`config.mk`:
```
export PLATFORM = sky130hd
export DESIGN_NAME = masked_bitsliced_adder
export DESIGN_NICKNAME = d
export VERILOG_FILES = /design/src/mba_pkg.sv /design/src/mba_slice.sv /design/src/mba_fifo.sv /design/src/masked_bitsliced_adder.sv
export SDC_FILE = /design/constraint.sdc
export NUM_CORES = 1
export LEC_CHECK = 0
export ABC_AREA = 1
export BUFFER_PORTS_ARGS = -buffer_cell sky130_fd_sc_hd__buf_2
export CAP_MARGIN = 20
export CORE_MARGIN = 2
export CORE_UTILIZATION = 61
export CTS_CLUSTER_SIZE = 14
export DETAILED_ROUTE_END_ITERATION = 8
export GPL_TIMING_DRIVEN = 0
export PLACE_DENSITY_LB_ADDON = 0.15
export REMOVE_ABC_BUFFERS = 1
export SLEW_MARGIN = 20
export SYNTH_ARGS = -nofsm -noshare
export SYNTH_HDL_FRONTEND = slang
export SYNTH_SLANG_ARGS = --single-unit
```
`constraint.sdc`:
```
create_clock -name clk -period 12.4 [get_ports clk]
set_clock_uncertainty 0.15 [all_clocks]
set_input_delay 2.48 -clock clk [delete_from_list [all_inputs] [get_ports clk]]
set_output_delay 2.48 -clock clk [all_outputs]
set_load 0.01 [all_outputs]
```
`src/mba_pkg.sv`:
```
// Shared constants for the masked bitsliced adder.
// No dependencies; imported by every module of the block.
package mba_pkg;

  // Width of every word field on the ports.
  localparam int unsigned FIELD_W = 32;

  // Configuration port layout.
  localparam int unsigned CFG_IDX_W  = 2;
  localparam int unsigned CFG_DATA_W = 5;
  localparam int unsigned NUM_BITS_W = 5;

  typedef enum logic [CFG_IDX_W-1:0] {
    CFG_NUM_BITS      = 2'd0,
    CFG_CARRY_OUT_ENA = 2'd1
  } cfg_reg_t;

  // Number of results a single slice may produce.
  localparam int unsigned MAX_RESULTS = 2;

endpackage

```
`src/mba_slice.sv`:
```
// One bit slice of the two-share masked ripple-carry adder with its PINI AND.
// Depends on mba_pkg.
module mba_slice import mba_pkg::*; #(
  parameter int unsigned LW = 32
) (
  input  logic          first,
  input  logic [LW-1:0] a0,
  input  logic [LW-1:0] a1,
  input  logic [LW-1:0] b0,
  input  logic [LW-1:0] b1,
  input  logic [LW-1:0] rnd,
  input  logic [LW-1:0] c0,
  input  logic [LW-1:0] c1,
  output logic [LW-1:0] s0,
  output logic [LW-1:0] s1,
  output logic [LW-1:0] nc0,
  output logic [LW-1:0] nc1
);

  logic [LW-1:0] x0, x1, y0, y1, z0, z1, cm0, cm1, am0, am1;

  // On the first slice the carry-in is zero, so the carry is simply a AND b.
  assign cm0 = first ? '0 : c0;
  assign cm1 = first ? '0 : c1;
  assign am0 = first ? '0 : a0;
  assign am1 = first ? '0 : a1;

  assign x0 = first ? a0 : (a0 ^ b0);
  assign x1 = first ? a1 : (a1 ^ b1);
  assign y0 = first ? b0 : (a0 ^ c0);
  assign y1 = first ? b1 : (a1 ^ c1);

  // Each output share sees the other input share only through the fresh mask.
  assign z0 = (x0 & y0) ^ (x0 & (y1 ^ rnd)) ^ (rnd & ~x0);
  assign z1 = (x1 & y1) ^ (x1 & (y0 ^ rnd)) ^ (rnd & ~x1);

  assign s0  = a0 ^ b0 ^ cm0;
  assign s1  = a1 ^ b1 ^ cm1;
  assign nc0 = z0 ^ am0;
  assign nc1 = z1 ^ am1;

endmodule

```
`src/mba_fifo.sv`:
```
// Small result queue that takes up to two words per cycle and gives one.
// Imports mba_pkg, though it uses none of its constants.
module mba_fifo import mba_pkg::*; #(
  parameter int unsigned WIDTH = 65,
  parameter int unsigned DEPTH = 4
) (
  input  logic                         clk,
  input  logic                         rst_n,
  input  logic                         push0,
  input  logic [WIDTH-1:0]             data0,
  input  logic                         push1,
  input  logic [WIDTH-1:0]             data1,
  input  logic                         pop,
  output logic                         head_valid,
  output logic [WIDTH-1:0]             head_data,
  output logic [$clog2(DEPTH+1)-1:0]   free
);

  localparam int unsigned PTR_W = $clog2(DEPTH);
  localparam int unsigned CNT_W = $clog2(DEPTH+1);

  logic [WIDTH-1:0] mem_r [DEPTH];
  logic [PTR_W-1:0] wr_ptr_r, wr_ptr_nxt, rd_ptr_r, rd_ptr_nxt, wr_ptr1;
  logic [CNT_W-1:0] count_r, count_nxt, n_push;
  logic             do_pop;

  assign head_valid = (count_r != '0);
  assign head_data  = mem_r[rd_ptr_r];
  assign free       = CNT_W'(DEPTH) - count_r;
  assign do_pop     = pop && head_valid;
  assign wr_ptr1    = wr_ptr_r + PTR_W'(1);

  always_comb begin
    n_push = CNT_W'(push0) + CNT_W'(push0 && push1);
    wr_ptr_nxt = wr_ptr_r + PTR_W'(n_push);
    rd_ptr_nxt = rd_ptr_r + PTR_W'(do_pop);
    count_nxt  = count_r + n_push - CNT_W'(do_pop);
  end

  always_ff @(posedge clk) begin
    if (!rst_n) begin
      wr_ptr_r <= '0;
      rd_ptr_r <= '0;
      count_r  <= '0;
    end else begin
      wr_ptr_r <= wr_ptr_nxt;
      rd_ptr_r <= rd_ptr_nxt;
      count_r  <= count_nxt;
    end
  end

  always_ff @(posedge clk) begin
    if (push0) begin
      mem_r[wr_ptr_r] <= data0;
    end
    if (push0 && push1) begin
      mem_r[wr_ptr1] <= data1;
    end
  end

endmodule

```
`src/masked_bitsliced_adder.sv`:
```
// Top level of the two-share Boolean-masked bitsliced ripple-carry adder.
// Depends on mba_pkg, mba_slice and mba_fifo.
//
// Each input word is one bit slice of two masked addends, least significant
// slice first, with one fresh random word for the masked AND that forms the
// carry. A word is registered, processed combinationally against the stored
// masked carry and written into a four-entry result queue, so the block takes
// one word per clock; the result can leave the queue from the cycle after it
// is written. The final slice of an addition gives two result words when the
// carry-out is enabled, which the queue absorbs; the input stalls only while
// fewer than two queue entries are free. num_bits selects the slices per
// addition (0 acts as 1, values above MAX_SLICES act as MAX_SLICES) and must
// be written only while the block is idle.
module masked_bitsliced_adder import mba_pkg::*; #(
  parameter int unsigned LANE_BITS  = 32,
  parameter int unsigned MAX_SLICES = 16
) (
  input  logic                  clk,
  input  logic                  rst_n,
  input  logic                  in_valid,
  output logic                  in_stall,
  input  logic [FIELD_W-1:0]    in_a_share0,
  input  logic [FIELD_W-1:0]    in_a_share1,
  input  logic [FIELD_W-1:0]    in_b_share0,
  input  logic [FIELD_W-1:0]    in_b_share1,
  input  logic [FIELD_W-1:0]    in_rand_word,
  output logic                  out_valid,
  input  logic                  out_stall,
  output logic [FIELD_W-1:0]    out_sum_share0,
  output logic [FIELD_W-1:0]    out_sum_share1,
  output logic                  out_last,
  input  logic                  cfg_valid,
  output logic                  cfg_ready,
  input  logic [CFG_IDX_W-1:0]  cfg_index,
  input  logic [CFG_DATA_W-1:0] cfg_data
);

  localparam int unsigned LW     = LANE_BITS;
  localparam int unsigned IDX_W  = $clog2(MAX_SLICES);
  localparam int unsigned CMP_W  = 6;
  localparam int unsigned DEPTH  = 4;
  localparam int unsigned ENT_W  = 2 * FIELD_W + 1;
  localparam int unsigned FREE_W = $clog2(DEPTH + 1);

  // Configuration registers.
  logic [NUM_BITS_W-1:0] num_bits_r;
  logic                  cout_ena_r;

  // Input register.
  logic          s1_valid_r;
  logic [LW-1:0] a0_r, a1_r, b0_r, b1_r, rnd_r;

  // Running masked carry and slice position.
  logic [LW-1:0]    carry0_r, carry1_r;
  logic [IDX_W-1:0] idx_r;

  logic              in_acc, adv, final_slice;
  logic [CMP_W-1:0]  n_eff;
  logic [LW-1:0]     s0, s1, nc0, nc1;
  logic [FREE_W-1:0] q_free;
  logic              push1;
  logic [ENT_W-1:0]  ent0, ent1, head;

  assign cfg_ready = 1'b1;

  always_ff @(posedge clk) begin
    if (!rst_n) begin
      num_bits_r <= NUM_BITS_W'(13);
      cout_ena_r <= 1'b0;
    end else if (cfg_valid && cfg_ready) begin
      unique case (cfg_index)
        CFG_NUM_BITS:      num_bits_r <= cfg_data[NUM_BITS_W-1:0];
        CFG_CARRY_OUT_ENA: cout_ena_r <= cfg_data[0];
        default:           ;
      endcase
    end
  end

  // The queue must hold the two words a final slice may produce.
  assign adv      = s1_valid_r && (q_free >= FREE_W'(MAX_RESULTS));
  assign in_stall = s1_valid_r && !adv;
  assign in_acc   = in_valid && !in_stall;

  always_ff @(posedge clk) begin
    if (!rst_n) begin
      s1_valid_r <= 1'b0;
    end else if (in_acc) begin
      s1_valid_r <= 1'b1;
    end else if (adv) begin
      s1_valid_r <= 1'b0;
    end
  end

  always_ff @(posedge clk) begin
    if (in_acc) begin
      a0_r  <= LW'(in_a_share0);
      a1_r  <= LW'(in_a_share1);
      b0_r  <= LW'(in_b_share0);
      b1_r  <= LW'(in_b_share1);
      rnd_r <= LW'(in_rand_word);
    end
  end

  always_comb begin
    if (num_bits_r == '0) begin
      n_eff = CMP_W'(1);
    end else if (CMP_W'(num_bits_r) > CMP_W'(MAX_SLICES)) begin
      n_eff = CMP_W'(MAX_SLICES);
    end else begin
      n_eff = CMP_W'(num_bits_r);
    end
  end

  // A slice at or past the last index ends the addition, even after a width change.
  assign final_slice = (CMP_W'(idx_r) >= (n_eff - CMP_W'(1)));

  mba_slice #(
    .LW (LW)
  ) u_slice (
    .first (idx_r == '0),
    .a0    (a0_r),
    .a1    (a1_r),
    .b0    (b0_r),
    .b1    (b1_r),
    .rnd   (rnd_r),
    .c0    (carry0_r),
    .c1    (carry1_r),
    .s0    (s0),
    .s1    (s1),
    .nc0   (nc0),
    .nc1   (nc1)
  );

  always_ff @(posedge clk) begin
    if (!rst_n) begin
      carry0_r <= '0;
      carry1_r <= '0;
      idx_r    <= '0;
    end else if (adv) begin
      if (final_slice) begin
        carry0_r <= '0;
        carry1_r <= '0;
        idx_r    <= '0;
      end else begin
        carry0_r <= nc0;
        carry1_r <= nc1;
        idx_r    <= idx_r + IDX_W'(1);
      end
    end
  end

  assign push1 = adv && final_slice && cout_ena_r;
  assign ent0  = {final_slice && !cout_ena_r, FIELD_W'(s1), FIELD_W'(s0)};
  assign ent1  = {1'b1, FIELD_W'(nc1), FIELD_W'(nc0)};

  mba_fifo #(
    .WIDTH (ENT_W),
    .DEPTH (DEPTH)
  ) u_fifo (
    .clk        (clk),
    .rst_n      (rst_n),
    .push0      (adv),
    .data0      (ent0),
    .push1      (push1),
    .data1      (ent1),
    .pop        (!out_stall),
    .head_valid (out_valid),
    .head_data  (head),
    .free       (q_free)
  );

  assign out_sum_share0 = head[FIELD_W-1:0];
  assign out_sum_share1 = head[2*FIELD_W-1:FIELD_W];
  assign out_last       = head[ENT_W-1];

  // An empty input register never holds off the sender.
  assert property (@(posedge clk) disable iff (!rst_n)
    !s1_valid_r |-> !in_stall)
    else $error("input stalled with empty input register");

  // The final slice always leaves a cleared carry and index behind.
  assert property (@(posedge clk) disable iff (!rst_n)
    (adv && final_slice) |=> (carry0_r == '0 && carry1_r == '0 && idx_r == '0))
    else $error("carry state not cleared after final slice");

  // A second word is only produced for a final slice with carry-out enabled.
  assert property (@(posedge clk) disable iff (!rst_n)
    push1 |-> (final_slice && cout_ena_r && adv))
    else $error("carry-out word pushed outside a final slice");

  // A slice that advances never finds the queue short of room.
  assert property (@(posedge clk) disable iff (!rst_n)
    adv |-> (q_free >= FREE_W'(MAX_RESULTS)))
    else $error("result queue overflow");

endmodule
```
==> results by stage <==
Placement:
- The quantity of I/O buffers inserted on ports is 238.
- The post-detailed-placement half-perimeter wirelength is 52300 um.
- In this run the cell area measured after placement is 31000 um^2.
- The final weighted congestion of routability-driven global placement is 0.815.
- Before CTS, the worst setup slack after placement is 7.72 ns.

Yosys:
- For this run, asynchronously set or reset flops after synthesis account for 0%.
- For this run, the number of Yosys warnings is 0.
- The synthesized instance count is 3647.
- The cell area that synthesis handed to floorplanning was about 29000 um^2.
- Among all flip-flop cells after synthesis, the most frequent one is sky130_fd_sc_hd__edfxtp_1.
- In this run, distinct cell masters in the synthesized netlist total 36.
- Synthesis inferred 502 register bits.
- The post-synthesis area per instance is 7.85 um^2.
- The part of the Yosys area used for sequential elements is 49.6%.
- Yosys mapped a number of flops with a built-in enable equal to between 400 and 500.

Global routing:
- The first-pass GRT wire length is 124000 um.
- The global routing stage identified its most utilized layer as met2.
- For this run, global-route usage on met1 was measured as about two fifths.
- Global routing finished with a remaining overflow of 0.
- In the global route stage, overall resource usage came out at 32.5%.
- The number of global-route vias before repair is 24.7k.
- The pin count of the biggest net entering global routing is roughly 110.
- In the global route stage, met2 resource usage came out at 55.9%.
- The number of antenna violations at the first check in global routing is 0.
- Global routing consumed, on the met3 layer, about 5.1% of the routing resources.

Pwr:
- Summed over all nets, the switching power comes to 2.68 mW.
- The portion of total power attributed to combinational logic is 40.0%.
- The power per unit of standard cell area is just over 200 nW/um^2.
- Net switching is 40.2% of the power.
- Sequential cells burn between 30% and 40% of the power.
- The peak supply drop is 155 uV.
- Summed over all cells, the static leakage comes to ~14 nW.
- Internal power comes to 4.00 mW.
- The overall power consumption is 6.68 mW.
- The relative contribution of the clock network to total power is 25.5%.

Timing:
- The final hold violation count was 0.
- Setup repair after global routing left no endpoint under its margin.
- The post-route fraction of the period consumed by the critical path is 42.8%.
- The headroom to the max-slew limit is 38.7%.
- The shortest clock period the worst path allows after layout is between 5 and 6 ns.
- The total of endpoints with negative setup slack in the final report is 0.
- In the final timing run, aggregate negative setup slack is 0 ns.
- The final worst hold slack is 0.342 ns.
- The count of final max-slew check failures is 0.
- The actual slew at the worst max-slew pin is 0.916 ns.
- The slack of the critical path is 7.10 ns.
- The fmax is 189 MHz.

Critical path:
- The arrival time at the worst endpoint is between 2 and 3 ns.
- STA puts the critical path data required time at 9.77 ns.
- The startpoint type of the worst setup path is a flop.
- Along the worst path, the maximum fanout reaches 82.
- The critical path goes through buf_12, inv_6, buf_16, o21ai_0, o22ai_1, buf_2.
- Together, buffers and inverters on the worst path number 4.
- The startpoint-to-endpoint class of the critical path is flop to output pin.
- The biggest cell delay along the critical path is approximately 0.45 ns.
- The critical path capture point type is an output pin.
- On the critical path the largest part of the delay comes from buffers and inverters.
- The slowest cell on the critical path is sky130_fd_sc_hd__dfxtp_4.

Cells and area:
- The fraction of layout cells with a size suffix above 1 is 11.2%.
- The layout filler cell count is 3497.
- The commonest non-fill, non-tap cell in the layout is sky130_fd_sc_hd__nand2_1.
- The area of all placed cells without fillers is approximately 33000 um^2.
- The multi-input gate area in the final layout is 12600 um^2.
- The top cell types in the final layout, fill and taps aside, are sky130_fd_sc_hd__nand2_1, sky130_fd_sc_hd__nand3_1, sky130_fd_sc_hd__edfxtp_1, sky130_fd_sc_hd__inv_1, sky130_fd_sc_hd__buf_2.
- The register area is roughly 14000 um^2.
- The growth of design area from synthesis to finish is 14.9%.
- The count of nets after finishing is between 4k and 5k.

CTS:
- The number of setup buffers added after CTS is 0.
- The number of buffers created by CTS is 55.
- Post-CTS repair changed the size of 0 cells.
- The hold buffer count at CTS is 0.
- The number of buffers between clock root and the deepest sink is 3.
- TritonCTS built the clock tree.
- Clock tree synthesis found a total of between 500 and 600 sinks.
- For the worst-skew pair, the clock arrives at the later sink with an insertion delay of 0.62 ns.
- Clock-pin slew was measured on the worst setup and hold paths at 0.06 ns.
- The clock tree synthesis step divided the H-tree into 2 levels.
- The tree is rooted in a sky130_fd_sc_hd__clkbuf_16.

Die:
- The count of standard-cell rows is 79.
- The top-level I/O count is 240.
- The total die area is 48700 um^2.
- From left edge to right edge, the die measures 221 um.
- The initial core utilization is about three fifths.
- After floorplanning, the core was sized to cover 46500 um^2.
- In this run the vertical extent of the chip is 221 um.

Detailed routing:
- The number of DRC markers after the initial detailed-route iteration is 2476.
- For this run, design rule violations remaining after detail routing come to 0.
- The wire length reported by the detailed router is 79700 um.
- In this run the remaining antenna-violating nets after routing total 0.
- In the routed layout, each cell is associated on average with a via count of slightly below 6.
- In the final routed layout, each cell accounts on average for 17.7 um.
- The via count is 26.1k.
- The first TritonRoute pass finished after 6 iterations.

Outcome:
- The flow ran to the end, and the final reports show no timing, DRC or antenna violations.

Hold path:
- The type of the tightest min-delay check is flop to flop.

Job:
- The number of max-cap violations is 0.
final timing paths:
| check | cells past startpoint | slack (ns) | to | startpoint |
|---|---|---|---|---|
| max | 6 | 7.10 | out_sum_share1[24] | u_fifo.rd_ptr_r[0]$_SDFF_PN0_ |
| min | 2 | 0.34 | num_bits_r[0]$_SDFFE_PN1P_ | num_bits_r[0]$_SDFFE_PN1P_ |
| max reg2reg | 16 | 7.76 | u_fifo.mem_r[0][31]$_DFFE_PP_ | num_bits_r[1]$_SDFFE_PN0P_ |
| min reg2reg | 2 | 0.34 | num_bits_r[0]$_SDFFE_PN1P_ | num_bits_r[0]$_SDFFE_PN1P_ |
cells in the mapped netlist, types with 7 or more instances:
master / number / area [um^2]
sky130_fd_sc_hd__a21oi_1: 70 / 350
sky130_fd_sc_hd__buf_1: 8 / 30.0
sky130_fd_sc_hd__buf_2: 53 / 265
sky130_fd_sc_hd__buf_4: 18 / 135
sky130_fd_sc_hd__clkbuf_1: 86 / 323
sky130_fd_sc_hd__dfxtp_1: 86 / 1720
sky130_fd_sc_hd__edfxtp_1: 416 / 12500
sky130_fd_sc_hd__ha_1: 15 / 188
sky130_fd_sc_hd__inv_1: 301 / 1130
sky130_fd_sc_hd__nand2_1: 1293 / 4850
sky130_fd_sc_hd__nand3_1: 543 / 2720
sky130_fd_sc_hd__nand3b_1: 41 / 308
sky130_fd_sc_hd__nand4_1: 28 / 175
sky130_fd_sc_hd__nor2_1: 210 / 788
sky130_fd_sc_hd__nor3_1: 7 / 35.0
sky130_fd_sc_hd__o21ai_0: 179 / 896
sky130_fd_sc_hd__o21ai_1: 9 / 45.0
sky130_fd_sc_hd__o22ai_1: 65 / 407
sky130_fd_sc_hd__or2_1: 30 / 188
sky130_fd_sc_hd__or2_2: 20 / 125
sky130_fd_sc_hd__xnor2_1: 83 / 727
sky130_fd_sc_hd__xor2_1: 63 / 552
per-layer routing:
| layer | part of all wire (%) | wire [um] |
|---|---|---|
| met5 | 0 | 0 |
| met4 | 4.5 | 3590 |
| met3 | 8.9 | 7060 |
| met2 | 49 | 39000 |
| met1 | 38 | 30000 |
cell type report:
cell class              instances  area share (%)
well taps                     607            2.31
clock buffers                  81            4.91
clock inverters                21           0.772
multi-input cells            2672            38.3
diodes                          1         0.00760
inverters                     305            3.54
flip-flops and latches        502            43.2
repair buffers                309            6.95
power groups by stage:
stage	Sequential (mW)	Combinational (mW)	Clock, mW
floorplan	2.32	1.75	0
global placement	2.40	2.44	0
detailed placement	2.33	2.62	0
CTS	2.30	2.64	1.71
global route	2.33	2.97	1.78
finish	2.30	2.67	1.70
kinds of logic after synthesis:
kind of cell             synth area share (%)
AND/OR/NAND/NOR                          32.3
XOR/XNOR                                 4.47
adder cells (fa/ha/maj)                 0.725
AO/OA/AOI/OAI                            6.13
other                                  0.0131
buffers and inverters                    6.72
flip-flops                               49.6
registers in the layout, summed over array words and instances (netlist names), 2 cells and up:
name,cells
rnd_r,32
u_fifo.count_r,3
carry1_r,32
b1_r,32
num_bits_r,5
carry0_r,32
idx_r,4
b0_r,32
a1_r,32
u_fifo.rd_ptr_r,2
u_fifo.mem_r,260
u_fifo.wr_ptr_r,2
a0_r,32
worst register-to-register path: stages, from the launching register on:
cell and delay (ns):
sky130_fd_sc_hd__dfxtp_1 0.37, sky130_fd_sc_hd__nor3_1 0.07, sky130_fd_sc_hd__o21ai_0 0.32, sky130_fd_sc_hd__ha_1 0.31, sky130_fd_sc_hd__ha_1 0.27, sky130_fd_sc_hd__o21ai_0 0.07
sky130_fd_sc_hd__nand2_1 0.06, sky130_fd_sc_hd__nand3_1 0.06, sky130_fd_sc_hd__nand2_1 0.07, sky130_fd_sc_hd__nand2_1 0.13, sky130_fd_sc_hd__nor2_1 0.19, sky130_fd_sc_hd__nand2_2 0.21
sky130_fd_sc_hd__nor3_4 0.75, sky130_fd_sc_hd__buf_16 0.24, sky130_fd_sc_hd__buf_8 0.18, sky130_fd_sc_hd__or2_4 0.48, sky130_fd_sc_hd__buf_16 0.33
per-stage QoR:
stage,cells,utilization [%]
2_1_floorplan,3479,-
3_3_place_gp,4324,64.2
3_5_place_dp,4395,66.8
4_1_cts,4497,70.8
5_1_grt,4497,70.8
6_report,4498,70.8
No activity file was read; power rests on OpenSTA's default activity.
